[src/rtl/jbt_pkg.sv]
// Shared types, token codes and keyword tables for the JSON byte tokenizer.
package jbt_pkg;

  typedef enum logic [3:0] {
    M_IDLE, M_STR, M_SIGN, M_INT, M_DOT, M_FRAC, M_E, M_ESIGN, M_EXP, M_LIT
  } lex_mode_t;

  typedef enum logic [2:0] {
    ST_WAIT, ST_SCAN, ST_HELD, ST_CLOSE, ST_FHELD, ST_END, ST_FLUSH
  } ctl_state_t;

  localparam logic [3:0] K_UNDEF  = 4'd0;
  localparam logic [3:0] K_LBRACE = 4'd1;
  localparam logic [3:0] K_RBRACE = 4'd2;
  localparam logic [3:0] K_LBRACK = 4'd3;
  localparam logic [3:0] K_RBRACK = 4'd4;
  localparam logic [3:0] K_COLON  = 4'd5;
  localparam logic [3:0] K_COMMA  = 4'd6;
  localparam logic [3:0] K_STRING = 4'd7;
  localparam logic [3:0] K_NUMBER = 4'd8;
  localparam logic [3:0] K_TRUE   = 4'd9;
  localparam logic [3:0] K_END    = 4'd12;

  typedef struct packed {
    logic load;
    logic scan;
    logic held;
    logic close;
    logic end_tok;
    logic flush;
  } jbt_cmd_t;

  typedef struct packed {
    logic can_push;
    logic redo;
    logic lit_miss;
    logic held_last;
    logic is_lit;
    logic fin;
    logic hold_valid;
  } jbt_stat_t;

  typedef struct packed {
    logic [3:0]  kind;
    logic        ok;
    logic [31:0] start;
    logic [31:0] len;
    logic        neg;
    logic [63:0] mant;
    logic [15:0] power;
    logic        last;
  } tok_t;

  function automatic logic [2:0] word_len(input logic [1:0] w);
    word_len = (w == 2'd1) ? 3'd5 : 3'd4;
  endfunction

  function automatic logic [7:0] word_char(input logic [1:0] w, input logic [2:0] i);
    logic [39:0] s;
    unique case (w)
      2'd0:    s = {"true", 8'h00};
      2'd1:    s = "false";
      default: s = {"null", 8'h00};
    endcase
    unique case (i)
      3'd0:    word_char = s[39:32];
      3'd1:    word_char = s[31:24];
      3'd2:    word_char = s[23:16];
      3'd3:    word_char = s[15:8];
      3'd4:    word_char = s[7:0];
      default: word_char = 8'h00;
    endcase
  endfunction

endpackage

[src/rtl/json_byte_tokenizer.sv]
// Top level of the JSON byte tokenizer: controller, datapath and checks.
// The tokenizer takes one byte of JSON text per input transaction and gives
// the tokens it completes, one per output transaction, with last_of_run set
// on the final token of each byte. Without output stalls a byte is accepted,
// scanned and flushed. A keyword that fails to match first gives out each
// held letter and then rescans the byte, and a number that a byte ends,
// unless it is a lone minus sign, has that byte rescanned. The last byte
// then closes the open token, gives out the held letters of an unfinished
// keyword and the end token, after which offsets restart at zero. An output
// stall holds each step. The scan state machine sets this sequence.
module json_byte_tokenizer import jbt_pkg::*; #(
  parameter int OFFSET_BITS = 32,
  parameter int EXP_BITS = 16
) (
  input  logic        clk,
  input  logic        rst,
  input  logic        in_valid,
  output logic        in_ready,
  input  logic [7:0]  text_byte,
  input  logic        is_final,
  output logic        out_valid,
  input  logic        out_ready,
  output logic [3:0]  token_kind,
  output logic        token_ok,
  output logic [31:0] start_offset,
  output logic [31:0] text_length,
  output logic        is_negative,
  output logic [63:0] mantissa,
  output logic signed [15:0] power_of_ten,
  output logic        last_of_run
);

  jbt_cmd_t cmd;
  jbt_stat_t stat;
  tok_t tok;

  jbt_ctrl u_ctrl (
    .clk(clk), .rst(rst), .in_valid(in_valid), .in_ready(in_ready),
    .stat(stat), .cmd(cmd)
  );

  jbt_datapath #(.OFFSET_BITS(OFFSET_BITS), .EXP_BITS(EXP_BITS)) u_dp (
    .clk(clk), .rst(rst), .cmd(cmd), .stat(stat), .text_byte(text_byte),
    .is_final(is_final), .out_ready(out_ready), .out_valid(out_valid),
    .out_tok(tok)
  );

  assign token_kind = tok.kind;
  assign token_ok = tok.ok;
  assign start_offset = tok.start;
  assign text_length = tok.len;
  assign is_negative = tok.neg;
  assign mantissa = tok.mant;
  assign power_of_ten = $signed(tok.power);
  assign last_of_run = tok.last;

  a_idle_empty: assert property (@(posedge clk) disable iff (rst)
    in_ready |-> !stat.hold_valid)
    else $error("hold register not empty while waiting for a byte");

  a_end_last: assert property (@(posedge clk) disable iff (rst)
    out_valid && token_kind == K_END |-> last_of_run)
    else $error("end token not marked last");

  a_kind_range: assert property (@(posedge clk) disable iff (rst)
    out_valid |-> token_kind <= K_END)
    else $error("token kind out of range");

endmodule

[src/rtl/jbt_ctrl.sv]
// Sequencing state machine of the tokenizer: one byte is scanned per pass.
module jbt_ctrl import jbt_pkg::*; (
  input  logic      clk,
  input  logic      rst,
  input  logic      in_valid,
  output logic      in_ready,
  input  jbt_stat_t stat,
  output jbt_cmd_t  cmd
);

  ctl_state_t state, state_next;

  always_ff @(posedge clk) begin
    if (rst) begin
      state <= ST_WAIT;
    end else begin
      state <= state_next;
    end
  end

  always_comb begin
    state_next = state;
    unique case (state)
      ST_WAIT: begin
        if (in_valid) state_next = ST_SCAN;
      end
      ST_SCAN: begin
        if (stat.can_push) begin
          priority if (stat.lit_miss) state_next = ST_HELD;
          else if (stat.redo) state_next = ST_SCAN;
          else if (stat.fin) state_next = ST_CLOSE;
          else state_next = ST_FLUSH;
        end
      end
      ST_HELD: begin
        if (stat.can_push && stat.held_last) state_next = ST_SCAN;
      end
      ST_CLOSE: begin
        if (stat.can_push) state_next = stat.is_lit ? ST_FHELD : ST_END;
      end
      ST_FHELD: begin
        if (stat.can_push && stat.held_last) state_next = ST_END;
      end
      ST_END: begin
        if (stat.can_push) state_next = ST_FLUSH;
      end
      ST_FLUSH: begin
        if (stat.can_push) state_next = ST_WAIT;
      end
      default: state_next = ST_WAIT;
    endcase
  end

  always_comb begin
    cmd = '0;
    in_ready = 1'b0;
    unique case (state)
      ST_WAIT: begin
        in_ready = 1'b1;
        cmd.load = in_valid;
      end
      ST_SCAN:  cmd.scan = stat.can_push;
      ST_HELD:  cmd.held = stat.can_push;
      ST_CLOSE: cmd.close = stat.can_push && !stat.is_lit;
      ST_FHELD: cmd.held = stat.can_push;
      ST_END:   cmd.end_tok = stat.can_push;
      ST_FLUSH: cmd.flush = stat.can_push;
      default: cmd = '0;
    endcase
  end

endmodule

[src/rtl/jbt_datapath.sv]
// Lexer state, number accumulators and the token hold and output registers.
module jbt_datapath import jbt_pkg::*; #(
  parameter int OFFSET_BITS = 32,
  parameter int EXP_BITS = 16
) (
  input  logic        clk,
  input  logic        rst,
  input  jbt_cmd_t    cmd,
  output jbt_stat_t   stat,
  input  logic [7:0]  text_byte,
  input  logic        is_final,
  input  logic        out_ready,
  output logic        out_valid,
  output tok_t        out_tok
);

  localparam logic [OFFSET_BITS-1:0] ONE = {{(OFFSET_BITS-1){1'b0}}, 1'b1};
  localparam logic [EXP_BITS-1:0] FLO = {1'b1, {(EXP_BITS-1){1'b0}}};
  localparam logic [EXP_BITS-1:0] CAP = {EXP_BITS{1'b1}};
  localparam logic [EXP_BITS+1:0] PLO = {3'b111, {(EXP_BITS-1){1'b0}}};
  localparam logic [EXP_BITS+1:0] PHI = {3'b000, {(EXP_BITS-1){1'b1}}};

  lex_mode_t mode, mode_next;
  logic [63:0] mant, mant_next;
  logic [EXP_BITS-1:0] frac, frac_next, expd, expd_next;
  logic eneg, eneg_next, nneg, nneg_next;
  logic [OFFSET_BITS-1:0] pos, pos_next, tbeg, tbeg_next;
  logic [7:0] prev, prev_next, b, b_next;
  logic fin, fin_next;
  logic [2:0] midx, midx_next, hidx, hidx_next;
  logic [1:0] mword, mword_next;

  tok_t hold;
  logic hold_v;

  logic emit, e_ok, e_num, redo, lit_miss, held_last;
  logic [3:0] e_kind;
  logic [OFFSET_BITS-1:0] e_start, e_len, nxt;
  logic [3:0] dig;
  logic is_dig, is_sp;
  logic [63:0] mant10;
  logic [EXP_BITS+3:0] ed10;
  logic [2:0] wlen;
  logic signed [EXP_BITS+1:0] psum;
  logic [EXP_BITS-1:0] psat;
  logic [EXP_BITS+15:0] pext;
  logic [OFFSET_BITS+31:0] start_ext, len_ext;
  tok_t new_tok;
  logic can_push;

  assign nxt = pos + ONE;
  assign dig = b[3:0];
  assign is_dig = (b >= "0") && (b <= "9");
  assign is_sp = (b == " ") || (b == 8'h09) || (b == 8'h0a) || (b == 8'h0d) ||
                 (b == 8'h0b) || (b == 8'h0c);
  assign mant10 = (mant << 3) + (mant << 1) + {60'd0, dig};
  assign ed10 = ({4'd0, expd} << 3) + ({4'd0, expd} << 1) + {{EXP_BITS{1'b0}}, dig};
  assign wlen = word_len(mword);
  assign held_last = (hidx + 3'd1) >= midx;

  // Exponent is the signed exponent digits minus the count of fraction digits, saturated.
  assign psum = $signed({{2{frac[EXP_BITS-1]}}, frac}) +
                (eneg ? -$signed({2'b00, expd}) : $signed({2'b00, expd}));
  always_comb begin
    priority if (psum < $signed(PLO)) psat = PLO[EXP_BITS-1:0];
    else if (psum > $signed(PHI)) psat = PHI[EXP_BITS-1:0];
    else psat = psum[EXP_BITS-1:0];
  end
  assign pext = {{16{psat[EXP_BITS-1]}}, psat};

  always_comb begin
    mode_next = mode; mant_next = mant; frac_next = frac; expd_next = expd;
    eneg_next = eneg; nneg_next = nneg; pos_next = pos; tbeg_next = tbeg;
    prev_next = prev; b_next = b; fin_next = fin; midx_next = midx;
    hidx_next = hidx; mword_next = mword;
    emit = 1'b0; e_kind = K_UNDEF; e_ok = 1'b0; e_start = pos; e_len = ONE;
    e_num = 1'b0; redo = 1'b0; lit_miss = 1'b0;

    if (cmd.load) begin
      b_next = text_byte;
      fin_next = is_final;
    end

    if (cmd.scan) begin
      unique case (mode)
        M_STR: begin
          if (b == "\"" && prev != "\\") begin
            emit = 1'b1; e_kind = K_STRING; e_ok = 1'b1;
            e_start = tbeg; e_len = pos - tbeg; mode_next = M_IDLE;
          end
        end
        M_SIGN: begin
          if (is_dig) begin
            mant_next = mant10; mode_next = M_INT;
          end else begin
            emit = 1'b1; e_kind = K_NUMBER; e_num = 1'b1;
            e_start = tbeg; e_len = nxt - tbeg; mode_next = M_IDLE;
          end
        end
        M_INT, M_DOT, M_FRAC: begin
          priority if (is_dig) begin
            mant_next = mant10;
            if (mode != M_INT) begin
              if (frac != FLO) frac_next = frac - 1'b1;
              mode_next = M_FRAC;
            end
          end else if (b == "." && mode == M_INT) begin
            mode_next = M_DOT;
          end else if (b == "e" || b == "E") begin
            mode_next = M_E;
          end else begin
            emit = 1'b1; e_kind = K_NUMBER; e_num = 1'b1; e_ok = (mode != M_DOT);
            e_start = tbeg; e_len = pos - tbeg; mode_next = M_IDLE; redo = 1'b1;
          end
        end
        M_E, M_ESIGN, M_EXP: begin
          priority if (is_dig) begin
            expd_next = (ed10 > {4'd0, CAP}) ? CAP : ed10[EXP_BITS-1:0];
            mode_next = M_EXP;
          end else if (mode == M_E && (b == "-" || b == "+")) begin
            eneg_next = (b == "-");
            mode_next = M_ESIGN;
          end else begin
            emit = 1'b1; e_kind = K_NUMBER; e_num = 1'b1; e_ok = (mode == M_EXP);
            e_start = tbeg; e_len = pos - tbeg; mode_next = M_IDLE; redo = 1'b1;
          end
        end
        M_LIT: begin
          if (midx < wlen && b == word_char(mword, midx)) begin
            midx_next = midx + 3'd1;
            if (midx + 3'd1 == wlen) begin
              emit = 1'b1; e_kind = K_TRUE + {2'b00, mword}; e_ok = 1'b1;
              e_start = tbeg; e_len = {{(OFFSET_BITS-3){1'b0}}, wlen};
              mode_next = M_IDLE;
            end
          end else begin
            lit_miss = 1'b1;
            hidx_next = 3'd0;
          end
        end
        default: begin
          if (!is_sp) begin
            priority if (b == "{" || b == "}" || b == "[" || b == "]" ||
                         b == ":" || b == ",") begin
              emit = 1'b1; e_ok = 1'b1;
              priority if (b == "{") e_kind = K_LBRACE;
              else if (b == "}") e_kind = K_RBRACE;
              else if (b == "[") e_kind = K_LBRACK;
              else if (b == "]") e_kind = K_RBRACK;
              else if (b == ":") e_kind = K_COLON;
              else e_kind = K_COMMA;
            end else if (b == "\"") begin
              mode_next = M_STR; tbeg_next = nxt;
            end else if (is_dig || b == "-") begin
              tbeg_next = pos; nneg_next = (b == "-");
              mant_next = is_dig ? {60'd0, dig} : 64'd0;
              frac_next = '0; expd_next = '0; eneg_next = 1'b0;
              mode_next = is_dig ? M_INT : M_SIGN;
            end else if (b == "t" || b == "f" || b == "n") begin
              mword_next = (b == "t") ? 2'd0 : (b == "f") ? 2'd1 : 2'd2;
              midx_next = 3'd1; tbeg_next = pos; mode_next = M_LIT;
            end else begin
              emit = 1'b1;
            end
          end
          if (mode != M_IDLE) mode_next = M_IDLE;
        end
      endcase
    end

    // Letters of a failed keyword come out one at a time as undefined tokens.
    if (cmd.held) begin
      emit = 1'b1;
      e_start = tbeg + {{(OFFSET_BITS-3){1'b0}}, hidx};
      hidx_next = hidx + 3'd1;
      if (held_last) begin
        hidx_next = 3'd0; mode_next = M_IDLE;
      end
    end

    if (cmd.close) begin
      unique case (mode)
        M_STR: begin
          emit = 1'b1; e_kind = K_STRING; e_start = tbeg; e_len = nxt - tbeg;
          mode_next = M_IDLE;
        end
        M_INT, M_FRAC, M_EXP, M_SIGN, M_DOT, M_E, M_ESIGN: begin
          emit = 1'b1; e_kind = K_NUMBER; e_num = 1'b1;
          e_ok = (mode == M_INT || mode == M_FRAC || mode == M_EXP);
          e_start = tbeg; e_len = nxt - tbeg; mode_next = M_IDLE;
        end
        default: mode_next = M_IDLE;
      endcase
    end

    if (cmd.end_tok) begin
      emit = 1'b1; e_kind = K_END; e_ok = 1'b1; e_start = nxt; e_len = '0;
      mode_next = M_IDLE; mant_next = '0; frac_next = '0; expd_next = '0;
      eneg_next = 1'b0; nneg_next = 1'b0; pos_next = '0; tbeg_next = '0;
      prev_next = '0; midx_next = '0; mword_next = '0;
    end

    if (cmd.flush && !fin) begin
      pos_next = nxt;
      prev_next = b;
    end
  end

  assign start_ext = {32'd0, e_start};
  assign len_ext = {32'd0, e_len};

  always_comb begin
    new_tok.kind = e_kind;
    new_tok.ok = e_ok;
    new_tok.start = start_ext[31:0];
    new_tok.len = len_ext[31:0];
    new_tok.neg = e_num & nneg;
    new_tok.mant = e_num ? mant : 64'd0;
    new_tok.power = e_num ? pext[15:0] : 16'd0;
    new_tok.last = 1'b0;
  end

  assign can_push = !out_valid || out_ready;

  always_ff @(posedge clk) begin
    if (rst) begin
      mode <= M_IDLE; mant <= '0; frac <= '0; expd <= '0; eneg <= 1'b0;
      nneg <= 1'b0; pos <= '0; tbeg <= '0; prev <= '0; b <= '0; fin <= 1'b0;
      midx <= '0; hidx <= '0; mword <= '0;
    end else begin
      mode <= mode_next; mant <= mant_next; frac <= frac_next; expd <= expd_next;
      eneg <= eneg_next; nneg <= nneg_next; pos <= pos_next; tbeg <= tbeg_next;
      prev <= prev_next; b <= b_next; fin <= fin_next; midx <= midx_next;
      hidx <= hidx_next; mword <= mword_next;
    end
  end

  // A token waits in the hold register until the next one shows whether it
  // is the last transaction of this byte.
  always_ff @(posedge clk) begin
    if (rst) begin
      hold_v <= 1'b0;
      out_valid <= 1'b0;
    end else begin
      if ((emit || cmd.flush) && hold_v) out_valid <= 1'b1;
      else if (out_ready) out_valid <= 1'b0;
      if (emit) begin
        if (hold_v) out_tok <= hold;
        hold <= new_tok;
        hold_v <= 1'b1;
      end else if (cmd.flush && hold_v) begin
        out_tok <= {hold[$bits(tok_t)-1:1], 1'b1};
        hold_v <= 1'b0;
      end
    end
  end

  always_comb begin
    stat.can_push = can_push;
    stat.redo = redo;
    stat.lit_miss = lit_miss;
    stat.held_last = held_last;
    stat.is_lit = (mode == M_LIT);
    stat.fin = fin;
    stat.hold_valid = hold_v;
  end

endmodule
[config.mk]
export PLATFORM = sky130hd
export DESIGN_NAME = json_byte_tokenizer
export DESIGN_NICKNAME = d
export VERILOG_FILES = /design/src/rtl/jbt_pkg.sv /design/src/rtl/json_byte_tokenizer.sv /design/src/rtl/jbt_ctrl.sv /design/src/rtl/jbt_datapath.sv
export SDC_FILE = /design/constraint.sdc
export NUM_CORES = 1
export LEC_CHECK = 0
export BUFFER_PORTS_ARGS = -buffer_cell sky130_fd_sc_hd__clkbuf_2
export CORE_MARGIN = 2
export CORE_UTILIZATION = 42
export DETAILED_ROUTE_END_ITERATION = 16
export GPL_TIMING_DRIVEN = 0
export PLACE_DENSITY = 0.6
export RECOVER_POWER = 100
export SYNTH_ARGS = -nofsm -noshare
export SYNTH_HDL_FRONTEND = slang
export SYNTH_SLANG_ARGS = --single-unit
[constraint.sdc]
create_clock -name clk -period 55 [get_ports clk]
set_clock_uncertainty 0.05 [all_clocks]
set_input_delay 16.5 -clock clk [delete_from_list [all_inputs] [get_ports clk]]
set_output_delay 16.5 -clock clk [all_outputs]
set_load 0.01 [all_outputs]
==> results by group <==
Outcome
  • Status: finished, violations left
  • Failing checks: max-capacitance violations, max-slew violations

Detailed routing
  • Post-DRT Antenna Nets: 0
  • Aggregate routed wire length: roughly 92000 um
  • Via/cell ratio: approximately 5.8
  • Total via count after detailed routing: 25800
  • Number of iterations in the first detailed-routing pass: 5
  • Routed length per placed instance: around 20 um
  • Number of remaining DRC errors: 0
  • Detailed Route Iter0 Violations: approximately 2400

Yosys
  • Sequential fraction of the synthesis area: 0.423
  • Cell area after synthesis: a little over 30000 um^2
  • Mapped Avg Cell Area: about 9.4 um^2
  • EDFF count, synth: 301
  • Yosys warning count: 0
  • Flop and latch count out of synthesis: slightly below 500
  • Cells after Synth: 3247
  • Predominant post-synthesis flop cell: sky130_fd_sc_hd__edfxtp_1
  • Count of unique library cells instantiated by Yosys: 86
  • Asr flop ratio synth: 0
  • Net count after synthesis: around 3500

Layout
  • Relative area change from synthesis to final layout: 12.1%
  • Number of nets in the final layout: 3758
  • Total of fill cells in the finished design: slightly above 7000
  • Proportion of layout cells with a drive suffix above 1: 0.0408
  • Final standard cell count with taps included and fillers excluded: 4482

Worst setup path
  • Kind of start point of the critical path: input port
  • Cell occurring most often along the worst timing path: sky130_fd_sc_hd__clkbuf_1
  • Capture point of the worst reg-to-reg path: u_dp.out_tok[31]
  • Setup crit end kind: flop
  • Slowest library cell on the worst path: sky130_fd_sc_hd__a211oi_1
  • Arrival time at the worst endpoint: 23.26 ns
  • Crit Reg-Reg Startpoint: u_dp.mode[1]
  • WS Path Type: in -> reg
  • Critical path origin: out_ready
  • Number of cells on the worst reg-to-reg path: 13
  • Capture point of the critical path: u_dp.out_tok[31]
  • FF-to-FF setup slack: 47.04 ns
  • List of cells traversed by the critical path: clkbuf_1, nand2b_1, and2_0, nand3_1, nor2_1, clkbuf_1, nor2_1, o311a_1, a211oi_1, clkbuf_1, clkbuf_1, clkbuf_1
  • Required time at the worst-slack endpoint: 55.18 ns
  • Largest driver fanout on the critical path: 18
  • Delay of the slowest cell on the worst path: 1.58 ns

Floorplanning
  • Chip width: 274 um
  • Vertical extent of the die: 274 um
  • Area of the placeable core: roughly 70000 um^2
  • Site row count: just under 100
  • Die area: between 70000 and 80000 um^2
  • I/O pin count: roughly 170
  • Effective utilization at floorplan: 0.426

GRT
  • Overall fraction of global-route tracks in use: 0.241
  • Pin count of the biggest net entering global routing: 35
  • Global-route wire length before repair: about 140000 um
  • Overflow after GRT: 0
  • Antenna violations before repair: 3
  • Number of global-route vias before repair: roughly 25000

Run
  • Number of max-capacitance violations reported: 5

Place
  • Pre-CTS worst setup slack: 34.09 ns
  • Placed cells: about 4400
  • Placed wire-length estimate after detailed placement: between 60000 and 70000 um
  • Port-buffer cells: roughly 160
  • RePlAce Congestion: 0.931

Timing
  • Final Cycle Share: 0.420
  • Setup repair after global routing missed its margin: no
  • Worst slew pin tran: between 2 and 2.5 ns
  • Final period demand of the worst path: ~23 ns
  • Slew Viols, Final: between 100 and 150
  • Final-report hold violation count: 0
  • Relative slew slack: -0.364
  • Setup total negative slack: 0 ns
  • F_max: ~0.043 GHz
  • Setup-violating endpoint count in the final report: 0
  • Setup slack after layout: between 30 and 40 ns

Pwr
  • Leakage power of the design: 13.3 nW
  • Post-layout power: 0.00115 W
  • Highest ir drop seen on vdd: roughly 0.023 mV
  • Cell Pwr Density: approximately 34 nW/um^2

Clock network
  • Number of sinks handled by clock tree synthesis: 497
  • Total of hold buffers inserted after clock tree synthesis: 0
  • Clock-pin slew of the registers on the worst-case setup and hold paths: about 0.06 ns
  • Setup Fix Bufs, Post-CTS: 0
  • Skew-Pair Late Insertion Delay: 0.63 ns
  • Clock buffers created by TritonCTS: 56
  • Post-CTS sizing: 0
  • TritonCTS clock tree: built
  • Master cell of the clock root buffer: sky130_fd_sc_hd__clkbuf_16
  • Total number of H-tree levels: 2
  • Clk buf depth: 3

Worst hold path
  • HP Class: reg -> reg
  • Instance count along the most critical hold path: 0
-- worst max-delay path, delay by kind of cell --
kind            cells  cell delay, ns
simple gates        5            1.47
compound gates      2            1.90
buf+inv             5            3.35
-- where the power goes --
part | internal (W) | switching (W)
Clock | 0.000222 | 0.000158
Sequential | 0.000479 | 0.0000182
Combinational | 0.0000688 | 0.000208
-- through the flow --
stage / utilization / instance area, um^2 / hold WS [ns]
after floorplan: - / 30600 / 0.350
after global placement: 0.454 / 32600 / 0.352
after detailed placement: 0.458 / 32900 / 0.355
after CTS: 0.484 / 34800 / 0.365
after global routing: 0.478 / 34300 / 0.366
final: 0.478 / 34300 / 0.363
-- cells in the final DEF (no fill, tap or decap), drive strengths merged, types with 39 or more instances in the layout --
cell	instances
dfxtp	196
a21o	95
clkbuf	409
xor2	83
nor2	301
and3	39
a22oi	60
a21oi	254
nand2	264
edfxtp	301
o21a	44
ha	254
nand3	93
and2	91
inv	90
a211oi	60
o21ai	171
xnor2	146
nor3	73
-- synthesized netlist by cell type (21+ instances only) --
master | instances | area (um^2)
sky130_fd_sc_hd__o211ai_1 | 22 | 165
sky130_fd_sc_hd__o21ai_0 | 167 | 836
sky130_fd_sc_hd__nand2_1 | 263 | 987
sky130_fd_sc_hd__and3_1 | 39 | 244
sky130_fd_sc_hd__a21oi_1 | 254 | 1270
sky130_fd_sc_hd__a22oi_1 | 60 | 450
sky130_fd_sc_hd__a21o_1 | 95 | 713
sky130_fd_sc_hd__clkbuf_1 | 138 | 518
sky130_fd_sc_hd__o21bai_1 | 24 | 180
sky130_fd_sc_hd__xor2_1 | 83 | 727
sky130_fd_sc_hd__ha_1 | 254 | 3180
sky130_fd_sc_hd__edfxtp_1 | 301 | 9040
sky130_fd_sc_hd__nor2_1 | 299 | 1120
sky130_fd_sc_hd__nand4_1 | 29 | 181
sky130_fd_sc_hd__dfxtp_1 | 196 | 3920
sky130_fd_sc_hd__nand3_1 | 91 | 455
sky130_fd_sc_hd__o21a_1 | 43 | 323
sky130_fd_sc_hd__or3_1 | 21 | 131
sky130_fd_sc_hd__nor2b_1 | 25 | 156
sky130_fd_sc_hd__o22ai_1 | 35 | 219
sky130_fd_sc_hd__nor3_1 | 73 | 365
sky130_fd_sc_hd__inv_1 | 89 | 334
sky130_fd_sc_hd__a31oi_1 | 31 | 194
sky130_fd_sc_hd__nand2b_1 | 35 | 219
sky130_fd_sc_hd__nor4_1 | 23 | 144
sky130_fd_sc_hd__a211oi_1 | 60 | 450
sky130_fd_sc_hd__xnor2_1 | 146 | 1280
sky130_fd_sc_hd__and2_1 | 90 | 563
-- cell families after synthesis --
group           Yosys count  share of synthesized area
compound gates          939                      0.199
xor+xnor                229                     0.0655
fa+ha+maj               262                      0.109
buf+inv                 253                     0.0320
flops                   497                      0.423
mux                      12                    0.00405
simple gates           1055                      0.167
-- flip-flops by register name, indices dropped and copies added, names as in the netlist, 4 cells and up --
| signal | flops |
|---|---|
| u_dp.expd | 16 |
| u_dp.mode | 4 |
| u_dp.out_tok | 151 |
| u_dp.mant | 64 |
| u_dp.hold | 150 |
| u_dp.prev | 8 |
| u_dp.b | 8 |
| u_dp.frac | 16 |
| u_dp.pos | 32 |
| u_dp.tbeg | 32 |
-- cell type report --
cell class	instances	area, um^2	share of cell area
plain buffers	164	634	0.0185
clock buffers	83	1650	0.0481
clock inverters	23	219	0.00638
flip-flops and latches	497	13000	0.378
repair buffers	178	681	0.0198
multi-input cells	2497	16700	0.485
well taps	950	1190	0.0346
diodes	1	2.50	0.0000729
inverters	89	334	0.00973
-- how the worst min path moves through the flow --
stage | from | endpoint
floorplan | u_dp.hold[100] | u_dp.out_tok[100]
global placement | u_dp.hold[94] | u_dp.out_tok[94]
detailed placement | u_dp.hold[100] | u_dp.out_tok[100]
CTS | u_dp.hold[9] | u_dp.out_tok[9]
global route | u_dp.hold[28] | u_dp.out_tok[28]
finish | u_dp.hold[27] | u_dp.out_tok[27]
-- routing by layer --
metal  track usage  routed length (um)  vias to the layer above  part of all wire
met1         0.336               41200                    12200              0.45
li1              -                   -                    12500                 -
met3        0.0510                7520                      155             0.082
met2         0.374               40200                      943              0.44
met4        0.0712                2510                        4             0.027
met5        0.0109                 123                        -            0.0013
(Power assumes the default switching activity.)
